--- config.mk ---
export PLATFORM = sky130hd
export DESIGN_NAME = json_escape_utf8_validate_top
export DESIGN_NICKNAME = d
export VERILOG_FILES = /design/src/jesc_pkg.sv /design/src/jesc_front.sv /design/src/jesc_queue.sv /design/src/jesc_back.sv /design/src/json_escape_utf8_validate_top.sv
export SDC_FILE = /design/constraint.sdc
export NUM_CORES = 1
export LEC_CHECK = 0
export BUFFER_PORTS_ARGS = -buffer_cell sky130_fd_sc_hd__buf_2
export CORE_MARGIN = 4
export CORE_UTILIZATION = 30
export CTS_CLUSTER_SIZE = 24
export DETAILED_ROUTE_END_ITERATION = 16
export GPL_ROUTABILITY_DRIVEN = 0
export REMOVE_ABC_BUFFERS = 1
export SLEW_MARGIN = 20
export SYNTH_ARGS = -nofsm -noshare
export SYNTH_HDL_FRONTEND = slang
export SYNTH_SLANG_ARGS = --single-unit
--- constraint.sdc ---
create_clock -name clock -period 5.35 [get_ports clock]
set_input_delay 1.07 -clock clock [delete_from_list [all_inputs] [get_ports clock]]
set_output_delay 1.07 -clock clock [all_outputs]
set_load 0.01 [all_outputs]
--- src/jesc_pkg.sv ---
// shared types, byte constants and helper functions for the json escaper
package jesc_pkg;

   localparam int QUEUE_DEPTH = 4;

   // how one unit of an entry is expanded on the output
   localparam logic [1:0] KIND_RAW  = 2'd0;
   localparam logic [1:0] KIND_ESC  = 2'd1;
   localparam logic [1:0] KIND_UESC = 2'd2;

   localparam logic [7:0] CHR_NUL    = 8'h00;
   localparam logic [7:0] CHR_TAB    = 8'h09;
   localparam logic [7:0] CHR_LF     = 8'h0a;
   localparam logic [7:0] CHR_CR     = 8'h0d;
   localparam logic [7:0] CHR_SPACE  = 8'h20;
   localparam logic [7:0] CHR_QUOTE  = 8'h22;
   localparam logic [7:0] CHR_ZERO   = 8'h30;
   localparam logic [7:0] CHR_BSLASH = 8'h5c;
   localparam logic [7:0] CHR_HEX_A  = 8'h57;  // 'a' minus ten
   localparam logic [7:0] CHR_N      = 8'h6e;
   localparam logic [7:0] CHR_R      = 8'h72;
   localparam logic [7:0] CHR_T      = 8'h74;
   localparam logic [7:0] CHR_U      = 8'h75;
   localparam logic [7:0] CHR_HIGH   = 8'h80;

   localparam logic [7:0] LEAD2_LO   = 8'hc2;
   localparam logic [7:0] LEAD2_HI   = 8'hdf;
   localparam logic [7:0] LEAD3_LO   = 8'he0;
   localparam logic [7:0] LEAD3_HI   = 8'hef;
   localparam logic [7:0] LEAD_ED    = 8'hed;
   localparam logic [7:0] LEAD4_LO   = 8'hf0;
   localparam logic [7:0] LEAD4_HI   = 8'hf4;
   localparam logic [7:0] CONT_LO    = 8'h80;
   localparam logic [7:0] CONT_HI    = 8'hbf;
   localparam logic [7:0] CONT_E0_LO = 8'ha0;
   localparam logic [7:0] CONT_ED_HI = 8'h9f;
   localparam logic [7:0] CONT_F0_LO = 8'h90;
   localparam logic [7:0] CONT_F4_HI = 8'h8f;

   typedef struct packed {
      logic [7:0] data;
      logic [1:0] kind;
   } unit_type;

   // one queue entry: up to four units, expanded in order
   typedef struct packed {
      unit_type [3:0] units;
      logic [1:0]     count_m1;
   } entry_type;

   typedef struct packed {
      logic     has_unit;
      logic     starts_hold;
      unit_type unit;
   } fresh_type;

   function automatic logic [1:0] lead_need(input logic [7:0] c);
      logic [1:0] n;
      n = 2'd0;
      if (c >= LEAD2_LO && c <= LEAD2_HI) n = 2'd1;
      else if (c >= LEAD3_LO && c <= LEAD3_HI) n = 2'd2;
      else if (c >= LEAD4_LO && c <= LEAD4_HI) n = 2'd3;
      return n;
   endfunction

   function automatic logic cont_ok(input logic [7:0] lead, input logic [1:0] pos,
                                    input logic [7:0] c);
      logic [7:0] lo;
      logic [7:0] hi;
      lo = CONT_LO;
      hi = CONT_HI;
      if (pos == 2'd1) begin
         if (lead == LEAD3_LO) lo = CONT_E0_LO;
         else if (lead == LEAD_ED) hi = CONT_ED_HI;
         else if (lead == LEAD4_LO) lo = CONT_F0_LO;
         else if (lead == LEAD4_HI) hi = CONT_F4_HI;
      end
      return (c >= lo) && (c <= hi);
   endfunction

   function automatic logic [7:0] hex_digit(input logic [3:0] v);
      return (v < 4'd10) ? (CHR_ZERO + {4'd0, v}) : (CHR_HEX_A + {4'd0, v});
   endfunction

   // what a byte does when nothing is held
   function automatic fresh_type classify(input logic [7:0] c);
      fresh_type f;
      f.has_unit    = 1'b1;
      f.starts_hold = 1'b0;
      f.unit.data   = c;
      f.unit.kind   = KIND_RAW;
      if (c == CHR_NUL) begin
         f.has_unit = 1'b0;
      end else if (c == CHR_QUOTE || c == CHR_BSLASH) begin
         f.unit.kind = KIND_ESC;
      end else if (c == CHR_LF) begin
         f.unit.kind = KIND_ESC;
         f.unit.data = CHR_N;
      end else if (c == CHR_CR) begin
         f.unit.kind = KIND_ESC;
         f.unit.data = CHR_R;
      end else if (c == CHR_TAB) begin
         f.unit.kind = KIND_ESC;
         f.unit.data = CHR_T;
      end else if (c < CHR_SPACE) begin
         f.unit.kind = KIND_UESC;
      end else if (c < CHR_HIGH) begin
         f.unit.kind = KIND_RAW;
      end else if (lead_need(c) != 2'd0) begin
         f.has_unit    = 1'b0;
         f.starts_hold = 1'b1;
      end else begin
         f.unit.kind = KIND_UESC;
      end
      return f;
   endfunction

endpackage

--- src/jesc_front.sv ---
// front end: takes input bytes, tracks pending utf-8 sequences, builds queue entries
module jesc_front (
   input  logic                clock,
   input  logic                reset,
   input  logic                req_valid,
   output logic                req_ready,
   input  logic [7:0]          req_in_byte,
   input  logic                queue_full,
   output logic                push,
   output jesc_pkg::entry_type push_entry
);

   logic [7:0] held_ff [3];
   logic [7:0] held_in [3];
   logic [1:0] cnt_ff, cnt_in;

   jesc_pkg::fresh_type cls;
   logic       accept;
   logic [1:0] need;
   logic       cont_good;
   logic       complete;
   logic       extend;
   logic       c_present;
   logic [2:0] n_units;

   assign req_ready = !queue_full;
   assign accept    = req_valid && req_ready;
   assign cls       = jesc_pkg::classify(req_in_byte);
   assign need      = jesc_pkg::lead_need(held_ff[0]);

   assign cont_good = (cnt_ff != 2'd0) && (req_in_byte != jesc_pkg::CHR_NUL) &&
                      (need != 2'd0) && jesc_pkg::cont_ok(held_ff[0], cnt_ff, req_in_byte);
   assign complete  = cont_good && (cnt_ff == need);
   assign extend    = cont_good && (cnt_ff != need);
   // a failed sequence reissues the held bytes as escapes, then the current byte
   assign c_present = complete || (!cont_good && cls.has_unit);
   assign n_units   = {1'b0, cnt_ff} + {2'd0, c_present};

   always_comb begin
      push_entry          = '0;
      push_entry.count_m1 = 2'(n_units - 3'd1);
      for (int i = 0; i < 4; i++) begin
         if (3'(i) < {1'b0, cnt_ff}) begin
            push_entry.units[i].data = held_ff[i];
            push_entry.units[i].kind = complete ? jesc_pkg::KIND_RAW : jesc_pkg::KIND_UESC;
         end else if (2'(i) == cnt_ff) begin
            if (complete) begin
               push_entry.units[i].data = req_in_byte;
               push_entry.units[i].kind = jesc_pkg::KIND_RAW;
            end else begin
               push_entry.units[i] = cls.unit;
            end
         end
      end
   end

   assign push = accept && !extend && (n_units != 3'd0);

   always_comb begin
      held_in = held_ff;
      cnt_in  = cnt_ff;
      if (accept) begin
         if (extend) begin
            held_in[cnt_ff] = req_in_byte;
            cnt_in          = cnt_ff + 2'd1;
         end else if (complete) begin
            cnt_in = 2'd0;
         end else if (cls.starts_hold) begin
            held_in[0] = req_in_byte;
            cnt_in     = 2'd1;
         end else begin
            cnt_in = 2'd0;
         end
      end
   end

   always_ff @(posedge clock) begin
      held_ff <= held_in;
      if (reset) begin
         cnt_ff <= 2'd0;
      end else begin
         cnt_ff <= cnt_in;
      end
   end

   a_held_lead_valid: assert property (@(posedge clock) disable iff (reset)
      cnt_ff != 2'd0 |-> need != 2'd0)
      else $error("held sequence without a valid lead byte");

   a_held_within_need: assert property (@(posedge clock) disable iff (reset)
      cnt_ff <= need || cnt_ff == 2'd0)
      else $error("more bytes held than the lead byte calls for");

endmodule

--- src/jesc_queue.sv ---
// short fifo of expansion entries between front and back end
module jesc_queue #(
   parameter int DEPTH = jesc_pkg::QUEUE_DEPTH
) (
   input  logic                clock,
   input  logic                reset,
   input  logic                push,
   input  jesc_pkg::entry_type push_entry,
   input  logic                pop,
   output jesc_pkg::entry_type head,
   output logic                empty,
   output logic                full
);

   localparam int PTR_W = (DEPTH > 1) ? $clog2(DEPTH) : 1;
   localparam int CNT_W = $clog2(DEPTH + 1);

   jesc_pkg::entry_type mem [DEPTH];
   logic [PTR_W-1:0] wr_ptr_ff, wr_ptr_in;
   logic [PTR_W-1:0] rd_ptr_ff, rd_ptr_in;
   logic [CNT_W-1:0] count_ff, count_in;
   logic             do_push;
   logic             do_pop;

   assign empty   = (count_ff == '0);
   assign full    = (count_ff == CNT_W'(DEPTH));
   assign do_push = push && !full;
   assign do_pop  = pop && !empty;
   assign head    = mem[rd_ptr_ff];

   assign wr_ptr_in = !do_push ? wr_ptr_ff :
                      (wr_ptr_ff == PTR_W'(DEPTH - 1)) ? '0 : wr_ptr_ff + 1'b1;
   assign rd_ptr_in = !do_pop ? rd_ptr_ff :
                      (rd_ptr_ff == PTR_W'(DEPTH - 1)) ? '0 : rd_ptr_ff + 1'b1;

   always_comb begin
      count_in = count_ff;
      if (do_push && !do_pop) count_in = count_ff + 1'b1;
      else if (do_pop && !do_push) count_in = count_ff - 1'b1;
   end

   always_ff @(posedge clock) begin
      if (do_push) mem[wr_ptr_ff] <= push_entry;
   end

   always_ff @(posedge clock) begin
      if (reset) begin
         wr_ptr_ff <= '0;
         rd_ptr_ff <= '0;
         count_ff  <= '0;
      end else begin
         wr_ptr_ff <= wr_ptr_in;
         rd_ptr_ff <= rd_ptr_in;
         count_ff  <= count_in;
      end
   end

   a_no_push_when_full: assert property (@(posedge clock) disable iff (reset)
      push |-> !full)
      else $error("entry pushed into a full queue");

endmodule

--- src/jesc_back.sv ---
// back end: expands queue entries into escaped output bytes, one per cycle while rsp_ready is high
module jesc_back (
   input  logic                clock,
   input  logic                reset,
   input  jesc_pkg::entry_type head,
   input  logic                empty,
   output logic                pop,
   output logic                rsp_valid,
   input  logic                rsp_ready,
   output logic [7:0]          rsp_out_byte,
   output logic                rsp_run_last
);

   logic [1:0] unit_idx_ff, unit_idx_in;
   logic [2:0] sub_idx_ff, sub_idx_in;
   logic       rsp_valid_ff, rsp_valid_in;
   logic [7:0] rsp_byte_ff;
   logic       rsp_last_ff;

   jesc_pkg::unit_type cur;
   logic       load;
   logic [7:0] cur_byte;
   logic       unit_end;
   logic       entry_end;

   assign cur  = head.units[unit_idx_ff];
   assign load = !empty && (!rsp_valid_ff || rsp_ready);

   always_comb begin
      cur_byte = cur.data;
      unit_end = 1'b1;
      unique case (cur.kind)
         jesc_pkg::KIND_ESC: begin
            cur_byte = (sub_idx_ff == 3'd0) ? jesc_pkg::CHR_BSLASH : cur.data;
            unit_end = (sub_idx_ff == 3'd1);
         end
         jesc_pkg::KIND_UESC: begin
            unit_end = (sub_idx_ff == 3'd5);
            unique case (sub_idx_ff)
               3'd0:    cur_byte = jesc_pkg::CHR_BSLASH;
               3'd1:    cur_byte = jesc_pkg::CHR_U;
               3'd2:    cur_byte = jesc_pkg::CHR_ZERO;
               3'd3:    cur_byte = jesc_pkg::CHR_ZERO;
               3'd4:    cur_byte = jesc_pkg::hex_digit(cur.data[7:4]);
               default: cur_byte = jesc_pkg::hex_digit(cur.data[3:0]);
            endcase
         end
         default: begin
            cur_byte = cur.data;
            unit_end = 1'b1;
         end
      endcase
   end

   assign entry_end = unit_end && (unit_idx_ff == head.count_m1);
   assign pop       = load && entry_end;

   always_comb begin
      unit_idx_in = unit_idx_ff;
      sub_idx_in  = sub_idx_ff;
      if (load) begin
         if (unit_end) begin
            sub_idx_in  = 3'd0;
            unit_idx_in = entry_end ? 2'd0 : unit_idx_ff + 2'd1;
         end else begin
            sub_idx_in = sub_idx_ff + 3'd1;
         end
      end
   end

   // output register lets the next byte load as soon as the current beat leaves
   assign rsp_valid_in = load || (rsp_valid_ff && !rsp_ready);

   always_ff @(posedge clock) begin
      if (load) begin
         rsp_byte_ff <= cur_byte;
         rsp_last_ff <= entry_end;
      end
      if (reset) begin
         unit_idx_ff  <= 2'd0;
         sub_idx_ff   <= 3'd0;
         rsp_valid_ff <= 1'b0;
      end else begin
         unit_idx_ff  <= unit_idx_in;
         sub_idx_ff   <= sub_idx_in;
         rsp_valid_ff <= rsp_valid_in;
      end
   end

   assign rsp_valid    = rsp_valid_ff;
   assign rsp_out_byte = rsp_byte_ff;
   assign rsp_run_last = rsp_last_ff;

   a_unit_in_entry: assert property (@(posedge clock) disable iff (reset)
      !empty |-> unit_idx_ff <= head.count_m1)
      else $error("unit index past the end of the head entry");

   a_sub_in_range: assert property (@(posedge clock) disable iff (reset)
      empty |-> (unit_idx_ff == 2'd0 && sub_idx_ff == 3'd0))
      else $error("expansion position left over with an empty queue");

endmodule

--- src/json_escape_utf8_validate_top.sv ---
// top level of the streaming json string escaper with utf-8 validation
// Takes one string byte per beat on req_ and gives the escaped string body one byte per
// beat on rsp_, with rsp_run_last marking the final byte caused by each input byte.
// Plain ASCII flows at one byte per cycle in and out while rsp_ready is high. The back end
// sends one output byte per cycle while rsp_ready is high, and a byte that expands gives
// two output bytes for a short escape, six for a \u00xx escape, up to twenty-four when a held
// four-byte sequence fails; bytes of a valid multi-byte sequence are held and then sent
// together with the final continuation. The front end accepts a byte every cycle until
// the QUEUE_DEPTH-entry queue between the two ends fills, which is what stalls input
// behind long expansions. A zero byte ends the string and flushes any held bytes.
module json_escape_utf8_validate_top #(
   parameter int QUEUE_DEPTH = jesc_pkg::QUEUE_DEPTH
) (
   input  logic       clock,
   input  logic       reset,
   input  logic       req_valid,
   output logic       req_ready,
   input  logic [7:0] req_in_byte,
   output logic       rsp_valid,
   input  logic       rsp_ready,
   output logic [7:0] rsp_out_byte,
   output logic       rsp_run_last
);

   jesc_pkg::entry_type push_entry;
   jesc_pkg::entry_type head;
   logic                push;
   logic                pop;
   logic                empty;
   logic                full;

   jesc_front u_front (
      .clock       (clock),
      .reset       (reset),
      .req_valid   (req_valid),
      .req_ready   (req_ready),
      .req_in_byte (req_in_byte),
      .queue_full  (full),
      .push        (push),
      .push_entry  (push_entry)
   );

   jesc_queue #(
      .DEPTH (QUEUE_DEPTH)
   ) u_queue (
      .clock      (clock),
      .reset      (reset),
      .push       (push),
      .push_entry (push_entry),
      .pop        (pop),
      .head       (head),
      .empty      (empty),
      .full       (full)
   );

   jesc_back u_back (
      .clock        (clock),
      .reset        (reset),
      .head         (head),
      .empty        (empty),
      .pop          (pop),
      .rsp_valid    (rsp_valid),
      .rsp_ready    (rsp_ready),
      .rsp_out_byte (rsp_out_byte),
      .rsp_run_last (rsp_run_last)
   );

endmodule

# After elaboration in Yosys (flattened, before gate mapping)
# Memories as Yosys holds them, arrays and structs flattened. A register that Yosys moved wholly into a read port is not among the register bits.
# Index checks and enable logic that the tools add are counted.
# Widths: inputs -> output; s select.
# op_classes
order_cmp	24
muxes	75
n_eq_ne	27
addsub	13
reduce_logical	52
bitwise_logic	1
# ops
op	n
$mux 10	12
$mux 8	15
$mux 2	32
$ge 8x8->1 const B	6
$le 8x8->1 const B	6
$eq 8x8->1 const B	4
$pmux 8 s4	1
$logic_and 1x1->1	25
$bwmux 24	1
$eq 8x4->1 const B	3
$bmux 10 s2	1
$add 7x4->8 const A	2
$demux 8 s2	1
$pmux 8 s2	1
$add 6x4->7 const A	2
$mux 11	1
$reduce_bool 2->1	5
$eq 3x3->1 const B	3
$mux 3	3
$add 2x1->2 const B	4
$eq 8x6->1 const B	1
$eq 8x7->1 const B	1
$ge 8x8->1	1
$le 8x8->1	1
36 further kinds	60
# word_totals
reg_bits	48
inputBits	12
ram_bits	168
memories	1
# mem_list
name	words	width	rd	rd_ports_with_merged_regs	write_ports	line_no	text
u_queue.mem	4	42	1	1	1	jesc_queue.sv:18	jesc_pkg::entry_type mem [DEPTH];

# Longest topological paths before layout
# Gate-level depths: netlist of the first run.
# depth
depth_word	31
mapped_depth	22
depth_no_buf	22

# Cells and area by module
# A second synthesis of the first run with hierarchy kept.
# hier_totals
cells_unflattened	640
area_unflattened_um2	9845.7
# by_module_without_submodules
mod	area_per_inst_um2	cells_per_inst	n_inst	seq_area_each_um2
jesc_queue	6541.3	270	1	5225.0
jesc_front	1976.9	228	1	760.7
jesc_back	1327.5	142	1	390.4

# Least setup slack after synthesis of the first run
# Ideal clock, no wire load.
# synth_timing
kind	in2reg
startpoint	in req_in_byte[2]
endpoint	mem u_queue.mem[3][0] in the netlist's numbering, enable pin
required_time_ns	4.947
slack_ns	0.159
path_buffers	0
stages	12
setup_time_ns	0.403
arrival_time_ns	4.787
path_cell_list	or4_1 -> o21ai_0 -> a221oi_1 -> nor4_4 -> nor3b_1 -> or2_1 -> ha_1 -> ha_1 -> inv_1 -> ha_1 -> a221oi_2 -> and2_1
# synth_between
elab_chain_cells	29
# synth_lines
element	line_no	text
start: declaration	json_escape_utf8_validate_top.sv:18	input logic [7:0] req_in_byte,
$ge 8x8->1 / $le 8x8->1 (equally long branches)	jesc_pkg.sv:62	else if (c >= LEAD4_LO && c <= LEAD4_HI) n = 2'd3;
$logic_and 1x1->1	jesc_pkg.sv:62	
$mux 2	jesc_pkg.sv:62	
$mux 2	jesc_pkg.sv:61	else if (c >= LEAD3_LO && c <= LEAD3_HI) n = 2'd2;
$mux 2	jesc_pkg.sv:60	if (c >= LEAD2_LO && c <= LEAD2_HI) n = 2'd1;
$mux 2	jesc_pkg.sv:107	end else if (c < CHR_HIGH) begin
$mux 2	jesc_pkg.sv:105	end else if (c < CHR_SPACE) begin
$mux 2	jesc_pkg.sv:102	end else if (c == CHR_TAB) begin
(+14 left out)	n/a	
$logic_or 1x1->1	jesc_front.sv:36	assign c_present = complete || (!cont_good && cls.has_unit);
$add 2x1->3	jesc_front.sv:37	assign n_units = {1'b0, cnt_ff} + {2'd0, c_present};
$reduce_bool 3->1	jesc_front.sv:57	assign push = accept && !extend && (n_units != 3'd0);
$logic_and 1x1->1 (*)	jesc_front.sv:57	
$logic_and 1x1->1 (*)	jesc_queue.sv:27	assign do_push = push && !full;
net u_queue.do_push	jesc_queue.sv:22	logic do_push;
$mux 1 (*)	jesc_queue.sv:43	if (do_push) mem[wr_ptr_ff] <= push_entry;
$mux 1 (not written as such) (*)	jesc_queue.sv:43	
end: declaration	jesc_queue.sv:18	
# Mark *: on every way through the listed nets, which the timed path passes. The rest lies on a longest branch. The select of a mux whose other input is x is not followed.

# Worst setup path in the final report of the first run
# layout_timing
startpoint	reg u_front.held_ff[18] in the netlist's numbering
endpoint	reg u_queue.count_ff[2]
# layout_between
elab_chain_cells	19
# layout_lines
element	line_no	text
start: declaration	jesc_front.sv:13	logic [7:0] held_ff [3];
start signal: assignment	jesc_front.sv:78	held_ff <= held_in;
$eq 8x8->1	jesc_pkg.sv:76	else if (lead == LEAD4_HI) hi = CONT_F4_HI;
$mux 6	jesc_pkg.sv:76	
$mux 8	jesc_pkg.sv:75	else if (lead == LEAD4_LO) lo = CONT_F0_LO;
$mux 8	jesc_pkg.sv:74	else if (lead == LEAD_ED) hi = CONT_ED_HI;
$mux 8	jesc_pkg.sv:73	if (lead == LEAD3_LO) lo = CONT_E0_LO;
$mux 8	jesc_pkg.sv:72	if (pos == 2'd1) begin
$le 8x8->1	jesc_pkg.sv:78	return (c >= lo) && (c <= hi);
$logic_and 1x1->1	jesc_pkg.sv:78	
(+4 left out)	n/a	
$add 2x1->3	jesc_front.sv:37	
$reduce_bool 3->1	jesc_front.sv:57	
$logic_and 1x1->1 (*)	jesc_front.sv:57	
$logic_and 1x1->1 (*)	jesc_queue.sv:27	
net u_queue.do_push	jesc_queue.sv:22	
$logic_not 1->1	n/a	
$logic_and 1x1->1	jesc_queue.sv:39	else if (do_pop && !do_push) count_in = count_ff - 1'b1;
$reduce_bool 2->1 (no source line)	n/a	
end signal: assignment	jesc_queue.sv:54	count_ff <= count_in;
end: declaration	jesc_queue.sv:21	logic [CNT_W-1:0] count_ff, count_in;
# Mark *: on every way through the listed nets, which the timed path passes. The rest lies on a longest branch.
# A chain may end at the register's enable or synchronous reset.

==> results.tsv, run 1 <==
stage	metric	value	unit
final_layout	syn2layout_area_growth	15.96	%
route	wire_per_inst	18.08	µm
grt	grt_pass1_vias	5616	
setup_path	crit_family	adder cells	
logic_synthesis	synth_ff_type	edfxtp_1	
final_layout	final_nets	726	
setup_path	slowest_delay	0.42	ns
cts	h-tree-depth	1	
power	pwr-share-comb	25.6	%
grt	grt_max_degree	43	
power	vdd_drop_max	0.2383	mV
grt	grt-ovfl-total	0	
floorplan	row_count	66	
cts	cts_tree	done	
logic_synthesis	syn_area	9833	µm²
cts	cts_sinks	218	
setup_path	critPathKind	reg -> reg	
final_layout	drive_gt1_share	16.57	%
logic_synthesis	synth_area_per_cell	15.17	µm²
power	p_int	0.003805	W
floorplan	die_y	189.0	µm
setup_path	crit_required	5.82	ns
timing	slew_headroom	50.45	%
floorplan	design.core.area	32450	µm²
min_path	hp-class	reg -> reg	
timing	skew	0.02322	ns
route	post-route-drc-count	0	
timing	worst_pin_slew	0.7355	ns
power	p_sw	0.001598	W
timing	rsz0062_at_grt	false	
cts	cts_setup_buffers	0	
timing	worst_slack	0.4278	ns
setup_path	path_max_fanout	5	
placement	pre_cts_ws	0.2229	ns
timing	fmax	0.2032	GHz
cts	ctsRootBufferMaster	clkbuf_16	
route	drt_pass1_iterations	5	
setup_path	path_cells	nor3_2 -> nand4_1 -> nor3b_1 -> ha_1 -> inv_1 -> o21ai_0 -> a221oi_1 -> nor4_4 -> buf_4 -> and2b_1 -> or2_1 -> ha_1 -> ha_1 -> inv_1 -> ha_1 -> a221oi_2 -> ha_1 -> inv_1 -> fa_1 -> xor2_1 -> or3_1 -> a21oi_1	
timing	slew_viol_final	0	
route	ant_nets	0	
logic_synthesis	synth_seq_cells	218	
logic_synthesis	ys_types	62	
timing	tns	0	ns
power	seq_power_share	41.2	%
timing	setup_viol	0	
setup_path	crit_buf_inv	4	
floorplan	die_x	189.0	µm
floorplan	start_util	30.30	%
timing	fin_hold_ws	0.4654	ns
placement	io_buffers	22	
floorplan	ios	23	
grt	grt_pass1_wl	32980	µm
grt	antenna_found_initial	0	
power	p_leak	3.879	nW
power	sw_frac_of_total	29.58	%
cts	cts.clk_slew.worst_paths	0.06	ns
logic_synthesis	synthCells	648	
placement	placed_cells	1102	
cts	cts_buffers	25	
outcome	run_status	finished, final reports clean	
placement	dp_hpwl	13880	µm
logic_synthesis	yosysWarnings	0	
power	p_per_area	473.9	nW/µm²
setup_path	endpoint_kind	flop	
cts	clock_latency	0.53	ns
final_layout	fin_cells	1148	
logic_synthesis	yosysSeqAreaShare	64.84	%
final_layout	antenna_cells	0	
timing	fin_crit_sh	92.00	%
route	wirelength	20760	µm
setup_path	crit_path_frequent_cell	ha_1	
power	clock_power_share	33.2	%
route	drt-vias-per-instance	4.869	
final_layout	fin_util	35.13	%
route	num_vias	5590	
timing	hold_viol_final	0	
cts	holdBufCountCts	0	
logic_synthesis	synth-async-reset-ratio	0	%
logic_synthesis	synth_enable_flop_cells	201	
floorplan	die-area	35740	µm²
timing	final.min_clock_period	4.922	ns
cts	cts_buffer_depth	3	
grt	grt.total_usage	11.63	%
route	drt-initial-drc-count	433	
run	drv_cap	0	
setup_path	cp_data_arrival_time	5.39	ns
setup_path	cp_slowest_cell	edfxtp_1	
setup_path	start_kind	flop	
-- sequential cells by signal, summed over array words and instances, names as in the netlist, named ones only --
| register | flops |
|---|---|
| u_back.rsp_run_last | 1 |
| u_queue.count_ff | 3 |
| u_queue.rd_ptr_ff | 2 |
| u_back.sub_idx_ff | 3 |
| u_queue.wr_ptr_ff | 2 |
| u_queue.mem | 168 |
| u_back.rsp_valid | 1 |
| u_back.rsp_out_byte | 8 |
| u_front.held_ff | 24 |
| u_back.unit_idx_ff | 2 |
| u_front.cnt_ff | 2 |
-- worst reg2reg max path, delay by kind of cell, from the launching register on --
kind,cells,cell delay (ns)
fa+ha+maj,6,1.53
simple gates,7,1.48
compound gates,4,0.93
flops,1,0.42
buf+inv,4,0.33
xor+xnor,1,0.19
-- area by class of cell --
type / count / area (µm²)
Fill cell: 3089 / 21050
Sequential cell: 218 / 6379
Multi-Input combinational cell: 373 / 3174
Clock buffer: 27 / 633.1
Tap cell: 442 / 553.0
Timing Repair Buffer: 40 / 307.8
Clock inverter: 19 / 245.2
Inverter: 29 / 110.1
-- through the flow --
step | power, W | area (µm²)
after floorplan | 0.003193 | 9651
after global placement | 0.003629 | 10520
after detailed placement | 0.003660 | 10520
after CTS | 0.005460 | 11400
after global routing | 0.005682 | 11400
final | 0.005403 | 11400
-- synth_stat cells (5+ instances only) --
cell type	count	share of area (%)
mux2i_1	10	1.0
edfxtp_1	201	61
nand3_1	5	0.25
nand2_1	51	1.9
nor2b_1	7	0.45
ha_1	26	3.3
a21oi_1	33	1.7
or3_1	5	0.32
clkbuf_1	19	0.73
mux4_2	19	4.4
inv_1	26	0.99
nand4_1	5	0.32
and2_1	17	1.1
nor3_1	8	0.41
a22oi_1	5	0.38
dfxtp_1	17	3.5
o22ai_1	5	0.32
o21ai_0	33	1.7
mux4_1	27	7.2
nor2_1	56	2.1
-- cells in the final DEF, fill, tap and decap left out, types with 5 or more instances in the layout --
cell type  instances
clkbuf_16         25
nor2b_1            7
inv_1             26
edfxtp_1         201
dfxtp_1           15
nor3_1             7
nand2_1           51
a21oi_1           33
nand3_1            5
nand4_1            5
mux4_2            19
or3_1              5
clkinv_1           6
buf_12             5
mux2i_1           10
ha_1              26
a22oi_1            5
and2_1            13
o21ai_0           33
buf_2             22
mux4_1            27
bufinv_16          5
nor2_1            56
buf_4             13
o22ai_1            5
-- path summary, 6_finish.rpt --
path	startpoint	end	slack [ns]	depth (start not counted)
hold reg to reg	u_back.rsp_valid$_SDFF_PP0_	u_back.rsp_valid$_SDFF_PP0_	0.47	2
setup / recovery	u_front.held_ff[18]$_DFFE_PP_	u_queue.count_ff[2]$_SDFFE_PP0P_	0.43	22
setup reg to reg	u_front.held_ff[18]$_DFFE_PP_	u_queue.count_ff[2]$_SDFFE_PP0P_	0.43	22
hold / removal	u_back.rsp_valid$_SDFF_PP0_	u_back.rsp_valid$_SDFF_PP0_	0.47	2
-- timing repair --
item	in CTS	in global routing
hold endpoints to repair	0	0
gates resized for setup	0	1
setup endpoints to repair	0	1
-- metal layers --
layer	GRT usage, %	wire length (µm)	vias to the layer above
li1	-	-	2603
met1	16.47	9767	2824
met2	18.70	9647	132
met3	1.862	896	31
met4	3.223	444	0
met5	0	0	-
-- logic make-up after synthesis --
group / Yosys count / synth area share, %
AOI/OAI and AO/OA: 106 / 6.655
buffers and inverters: 57 / 2.977
and+or+nand+nor: 176 / 8.640
muxes: 59 / 12.93
DFF: 218 / 64.84
xor gates and xnor gates: 5 / 0.4453
adders and majority gates: 27 / 3.512
-- power by group through the flow --
stage               Combinational, W  Sequential (W)  Clock, W
floorplan                   0.000907         0.00229         0
global placement             0.00137         0.00226         0
detailed placement           0.00140         0.00227         0
CTS                          0.00140         0.00223   0.00183
global route                 0.00153         0.00225   0.00190
finish                       0.00138         0.00223   0.00179
Note: power is estimated with default switching activity, not from simulation.
==> run 2: changes to the inputs <==
--- a/config.mk
+++ b/config.mk
@@ -11,8 +11,8 @@
 export CTS_CLUSTER_SIZE = 24
 export DETAILED_ROUTE_END_ITERATION = 16
 export GPL_ROUTABILITY_DRIVEN = 0
-export REMOVE_ABC_BUFFERS = 1
 export SLEW_MARGIN = 20
 export SYNTH_ARGS = -nofsm -noshare
 export SYNTH_HDL_FRONTEND = slang
 export SYNTH_SLANG_ARGS = --single-unit
+export TNS_END_PERCENT = 30
==> results.tsv, run 2 (synthesis gave the netlist of run 1 again) <==
stage	metric	value	unit	change
timing	setup_viol	0		unchanged
final_layout	fin_util	35.04	%	-0.096 points
floorplan	row_count	66		unchanged
route	drt-vias-per-instance	4.863		-0.12%
min_path	min_delay_path_depth	2		unchanged
route	post-route-drc-count	0		unchanged
placement	io_buffers	22		unchanged
timing	tns	0	ns	unchanged
timing	hold_viol_final	0		unchanged
final_layout	drive_gt1_share	16.38	%	-0.19 points
timing	slew_headroom	48.25	%	-2.2 points
power	p_per_area	465.0	nW/µm²	-1.9%
timing	final.min_clock_period	4.895	ns	-0.02721 ns
final_layout	antenna_cells	0		unchanged
power	clock_power_share	31.7	%	-1.5 points
timing	fmax	0.2043	GHz	+0.56%
cts	clock_latency	0.53	ns	about the same
cts	cts_tree	done		
final_layout	layout_commonest_cell	edfxtp_1		
final_layout	n_fill_cell	3092		+0.097%
power	pwr-share-comb	26.3	%	+0.7 points
cts	post_cts_resized	0		unchanged
timing	slew_viol_final	0		unchanged
floorplan	start_util	30.30	%	unchanged
cts	cts_buffer_depth	3		unchanged
floorplan	design.core.area	32450	µm²	unchanged
grt	grt_pass1_wl	32660	µm	-0.96%
logic_synthesis	synth_fp_nets	687		
setup_path	endpoint_kind	flop		
final_layout	syn2layout_area_growth	15.64	%	
grt	antenna_found_initial	0		unchanged
setup_path	path_max_fanout	8		+3
cts	h-tree-depth	1		unchanged
setup_path	ff2ff_path_depth	22		unchanged
setup_path	cp_data_arrival_time	5.35	ns	-0.04 ns
grt	grt.total_usage	11.52	%	-0.11 points
cts	holdBufCountCts	0		unchanged
placement	placed_cells	1106		+0.36%
setup_path	start_kind	flop		
timing	fin_crit_sh	91.49	%	-0.51 points
setup_path	crit_required	5.80	ns	-0.02 ns
timing	rsz0062_at_grt	false		
route	num_vias	5593		+0.054%
cts	cts_buffers	24		-4.0%
route	drt_pass1_iterations	5		unchanged
route	ant_nets	0		unchanged
grt	grt-ovfl-total	0		unchanged
power	p_leak	3.864	nW	-0.37%
power	seq_power_share	42.0	%	+0.8 points
floorplan	die_y	189.0	µm	unchanged
final_layout	largest_register_ffs	168		unchanged
route	wirelength	20710	µm	-0.24%
timing	worst_pin_slew	0.7746	ns	+0.03910 ns
final_layout	final_nets	729		+0.41%
route	drt-initial-drc-count	488		+13%
grt	grt_max_degree	43		unchanged
cts	cts_setup_buffers	0		unchanged
grt	grt_pass1_vias	5600		-0.28%
final_layout	top_register	u_queue.mem		
route	wire_per_inst	18.01	µm	-0.41%
floorplan	die_x	189.0	µm	unchanged
min_path	hp-class	reg -> reg		
outcome	run_status	finished, final reports clean		
final_layout	mostFrequentLayoutCells	edfxtp_1 (201), nor2_1 (56), nand2_1 (51)		
setup_path	critPathKind	reg -> reg		
floorplan	die-area	35740	µm²	unchanged
cts	cts_sinks	218		unchanged
final_layout	fin_cells	1150		+0.17%
cts	ctsRootBufferMaster	clkbuf_16		
power	p_int	0.003724	W	-2.1%
timing	skew	0.02760	ns	+0.004382 ns
power	vdd_drop_max	0.2813	mV	+18%
power	p_sw	0.001563	W	-2.2%
floorplan	ios	23		unchanged
cts	cts.clk_slew.worst_paths	0.06	ns	about the same
run	drv_cap	0		unchanged
power	sw_frac_of_total	29.56	%	about the same
placement	dp_hpwl	14050	µm	+1.2%
-- run 2: cell count changes in the layout (fill, tap and decap cells not counted) --
cell,delta
clkinv_8,+1
clkbuf_1,+2
buf_4,+3
nor3_2,-1
nor3_1,+1
inv_16,-1
clkbuf_16,-1
buf_12,+1
bufinv_16,-1
inv_6,-2
-- run 2: cell type report --
type                       count  area (µm²)  share of cell area (%)
timing repair buffer          44       350.3                   3.081
tap                          442       553.0                   4.864
inverter                      29       110.1                  0.9683
clock buffer                  28       615.6                   5.414
sequential                   218        6379                   56.10
multi-input combinational    373        3169                   27.87
clock inverter                16       193.9                   1.706
-- run 2: power groups by stage --
stage          combinational [W]  clock [W]  sequential (W)
6_report                 0.00139    0.00168         0.00222
5_1_grt                  0.00154    0.00179         0.00224
4_1_cts                  0.00141    0.00171         0.00223
3_5_place_dp             0.00140          0         0.00226
3_3_place_gp             0.00139          0         0.00226
2_1_floorplan            0.00102          0         0.00223
-- run 2: worst paths after layout --
path / end / slack (ns) / startpoint
max: u_queue.count_ff[2]$_SDFFE_PP0P_ / 0.46 / u_front.held_ff[18]$_DFFE_PP_
min: u_back.rsp_valid$_SDFF_PP0_ / 0.49 / u_back.rsp_valid$_SDFF_PP0_
max reg2reg: u_queue.count_ff[2]$_SDFFE_PP0P_ / 0.46 / u_front.held_ff[18]$_DFFE_PP_
min reg2reg: u_back.rsp_valid$_SDFF_PP0_ / 0.49 / u_back.rsp_valid$_SDFF_PP0_
-- run 2: metrics by stage --
step                      area (µm²)  setup slack (ns)  power, W  hold WS, ns
final                          11370            0.4550  0.005287       0.4876
after floorplan                 9833            0.1590  0.003255       0.4634
after global placement         10560            0.3034  0.003643       0.4552
after CTS                      11370            0.4119  0.005347       0.4912
after global routing           11370           0.05008  0.005574       0.5113
after detailed placement       10560            0.2563  0.003662       0.4819
-- run 2: metal layers --
metal  wire length (µm)  GRT usage, %  part of all wire (%)
met1               9804         16.66                    47
met2               9679         18.38                    47
met3                917         1.991                   4.4
met5                  0             0                     0
met4                306         2.438                   1.5
-- run 2: critical path, cell delays in order, from the launching register on --
cell	delay, ns
edfxtp_1	0.43
nor3_1	0.27
nand4_1	0.15
nor3b_1	0.21
ha_1	0.25
inv_1	0.05
o21ai_0	0.08
a221oi_1	0.41
nor4_4	0.09
buf_4	0.18
and2b_1	0.20
or2_1	0.25
ha_1	0.18
ha_1	0.26
inv_1	0.04
ha_1	0.19
a221oi_2	0.29
ha_1	0.23
inv_1	0.06
fa_1	0.38
xor2_1	0.18
or3_1	0.30
a21oi_1	0.13
==> run 3: changes to the inputs <==
--- a/config.mk
+++ b/config.mk
@@ -6,11 +6,11 @@
 export NUM_CORES = 1
 export LEC_CHECK = 0
 export BUFFER_PORTS_ARGS = -buffer_cell sky130_fd_sc_hd__buf_2
-export CORE_MARGIN = 4
 export CORE_UTILIZATION = 30
-export CTS_CLUSTER_SIZE = 24
+export CTS_CLUSTER_SIZE = 8
 export DETAILED_ROUTE_END_ITERATION = 16
 export GPL_ROUTABILITY_DRIVEN = 0
+export PLACE_DENSITY = 0.49
 export SLEW_MARGIN = 20
 export SYNTH_ARGS = -nofsm -noshare
 export SYNTH_HDL_FRONTEND = slang
==> results.tsv, run 3 (synthesis gave the netlist of run 1 again) <==
stage	metric	value	unit	change
timing	hold_viol_final	0		unchanged
placement	dp_hpwl	14470	µm	+3.0%
run	drv_cap	0		unchanged
placement	placed_cells	1092		-1.3%
final_layout	top_register	u_queue.mem		
route	num_vias	5717		+2.2%
setup_path	crit_path_frequent_cell	ha_1		
setup_path	r2r_end	u_queue.count_ff[2]$_SDFFE_PP0P_		
final_layout	final_nets	729		unchanged
cts	holdBufCountCts	0		unchanged
cts	cts.clk_slew.worst_paths	0.06	ns	about the same
setup_path	startpoint	u_front.held_ff[18]$_DFFE_PP_		
cts	h-tree-depth	1		unchanged
power	p_leak	3.867	nW	about the same
grt	grt_pass1_wl	34200	µm	+4.7%
setup_path	path_cells	nor3_2 -> nand4_1 -> nor3b_1 -> ha_1 -> inv_1 -> o21ai_0 -> a221oi_1 -> nor4_4 -> and2b_1 -> or2_1 -> ha_1 -> ha_1 -> inv_1 -> ha_1 -> a221oi_2 -> ha_1 -> inv_1 -> fa_1 -> xor2_1 -> or3_1 -> a21oi_1		
setup_path	critPathKind	reg -> reg		
setup_path	crit_end	u_queue.count_ff[2]$_SDFFE_PP0P_		
placement	io_buffers	22		unchanged
timing	slew_viol_final	0		unchanged
final_layout	mostFrequentLayoutCells	edfxtp_1 (201), nor2_1 (56), nand2_1 (51)		
floorplan	design.core.area	31880	µm²	-1.8%
timing	tns	0	ns	unchanged
route	wirelength	22130	µm	+6.9%
min_path	hp-class	reg -> reg		
timing	slew_headroom	44.90	%	-3.4 points
cts	cts_tree	done		
timing	fin_hold_ws	0.4740	ns	-0.01360 ns
setup_path	path_max_fanout	5		-3
final_layout	layout_commonest_cell	edfxtp_1		
power	p_per_area	474.9	nW/µm²	+2.1%
timing	fin_crit_sh	93.39	%	+1.9 points
setup_path	endpoint_kind	flop		
setup_path	crit_required	5.83	ns	+0.03 ns
route	drt-initial-drc-count	414		-15%
final_layout	antenna_cells	0		unchanged
route	drt_pass1_iterations	5		unchanged
final_layout	drive_gt1_share	15.24	%	-1.1 points
cts	cts_setup_buffers	0		unchanged
route	wire_per_inst	19.24	µm	+6.9%
final_layout	fin_cells	1150		unchanged
floorplan	die-area	33510	µm²	-6.2%
timing	rsz0062_at_grt	false		
cts	clock_latency	0.56	ns	+0.03 ns
setup_path	ff2ff_path_depth	21		-4.5%
setup_path	cp_data_arrival_time	5.48	ns	+0.13 ns
min_path	hp-start	u_back.rsp_valid$_SDFF_PP0_		
timing	final.min_clock_period	4.996	ns	+0.1014 ns
floorplan	die_y	183.0	µm	-3.2%
setup_path	slowest_delay	0.44	ns	about the same
timing	fmax	0.2001	GHz	-2.0%
timing	setup_viol	0		unchanged
route	ant_nets	0		unchanged
setup_path	rr_startpoint	u_front.held_ff[18]$_DFFE_PP_		
grt	grt_max_degree	43		unchanged
floorplan	start_util	30.84	%	+0.54 points
cts	ctsRootBufferMaster	clkbuf_16		
outcome	run_status	finished, final reports clean		
cts	cts_sinks	218		unchanged
power	vdd_drop_max	0.2788	mV	-0.88%
cts	post_cts_resized	0		unchanged
grt	grt-ovfl-total	0		unchanged
grt	grt.total_usage	13.40	%	+1.9 points
cts	cts_buffers	31		+29%
grt	antenna_found_initial	0		unchanged
floorplan	die_x	183.0	µm	-3.2%
setup_path	cp_slowest_cell	a221oi_1		
logic_synthesis	synth_fp_nets	687		unchanged
cts	cts_buffer_depth	3		unchanged
setup_path	reg2reg_setup_slack	0.35	ns	-0.10 ns
setup_path	start_kind	flop		
final_layout	syn2layout_area_growth	15.78	%	
floorplan	ios	23		unchanged
route	post-route-drc-count	0		unchanged
final_layout	largest_register_ffs	168		unchanged
route	drt-vias-per-instance	4.971		+2.2%
floorplan	row_count	65		-1.5%
timing	skew	0.02696	ns	-0.0006418 ns
grt	grt_pass1_vias	5894		+5.3%
timing	worst_pin_slew	0.8178	ns	+0.04324 ns
## run 3: report_power, final
part,switching [W],internal (W)
clock network,0.000687,0.00110
registers,0.0000955,0.00213
logic,0.000832,0.000567
total,0.00161,0.00379
## run 3: layer usage
layer	vias up	share of wire [%]	GRT usage, %
met2	153	47	22.45
met5	-	0	0
met4	0	2.1	3.867
met1	2915	46	17.86
li1	2612	-	-
met3	37	4.9	2.244
## run 3: cell type report
class | count | area [µm²]
clock buffer | 56 | 879.6
multi-input combinational | 373 | 3174
sequential | 218 | 6379
clock inverter | 2 | 25.02
inverter | 29 | 110.1
fill | 3101 | 20500
tap | 435 | 544.3
timing repair buffer | 37 | 272.8
## run 3: per-stage QoR
step	utilization [%]	total power [W]	setup WS [ns]	instance area (µm²)
3_5_place_dp	32.86	0.003662	0.1063	10480
2_1_floorplan	-	0.003255	0.1590	9833
6_report	35.71	0.005406	0.3536	11380
4_1_cts	35.69	0.005465	0.2808	11380
5_1_grt	35.71	0.005686	0.03625	11380
3_3_place_gp	32.86	0.003623	0.2791	10480
## run 3: worst min path at each step
stage / endpoint / slack [ns] / cells past startpoint
finish: u_back.rsp_valid$_SDFF_PP0_ / 0.47 / 2
global route: u_back.rsp_valid$_SDFF_PP0_ / 0.51 / 2
CTS: u_back.rsp_valid$_SDFF_PP0_ / 0.47 / 2
detailed placement: u_back.rsp_valid$_SDFF_PP0_ / 0.46 / 2
global placement: u_back.rsp_valid$_SDFF_PP0_ / 0.45 / 2
floorplan: flop / 0.46 / 2
## run 3: worst max-delay path: cells and delay by family, from the launching register on
kind,cells,cell delay (ns)
simple gates,7,1.63
fa+ha+maj,6,1.51
compound gates,4,1.00
flops,1,0.43
xor+xnor,1,0.18
buf+inv,3,0.15
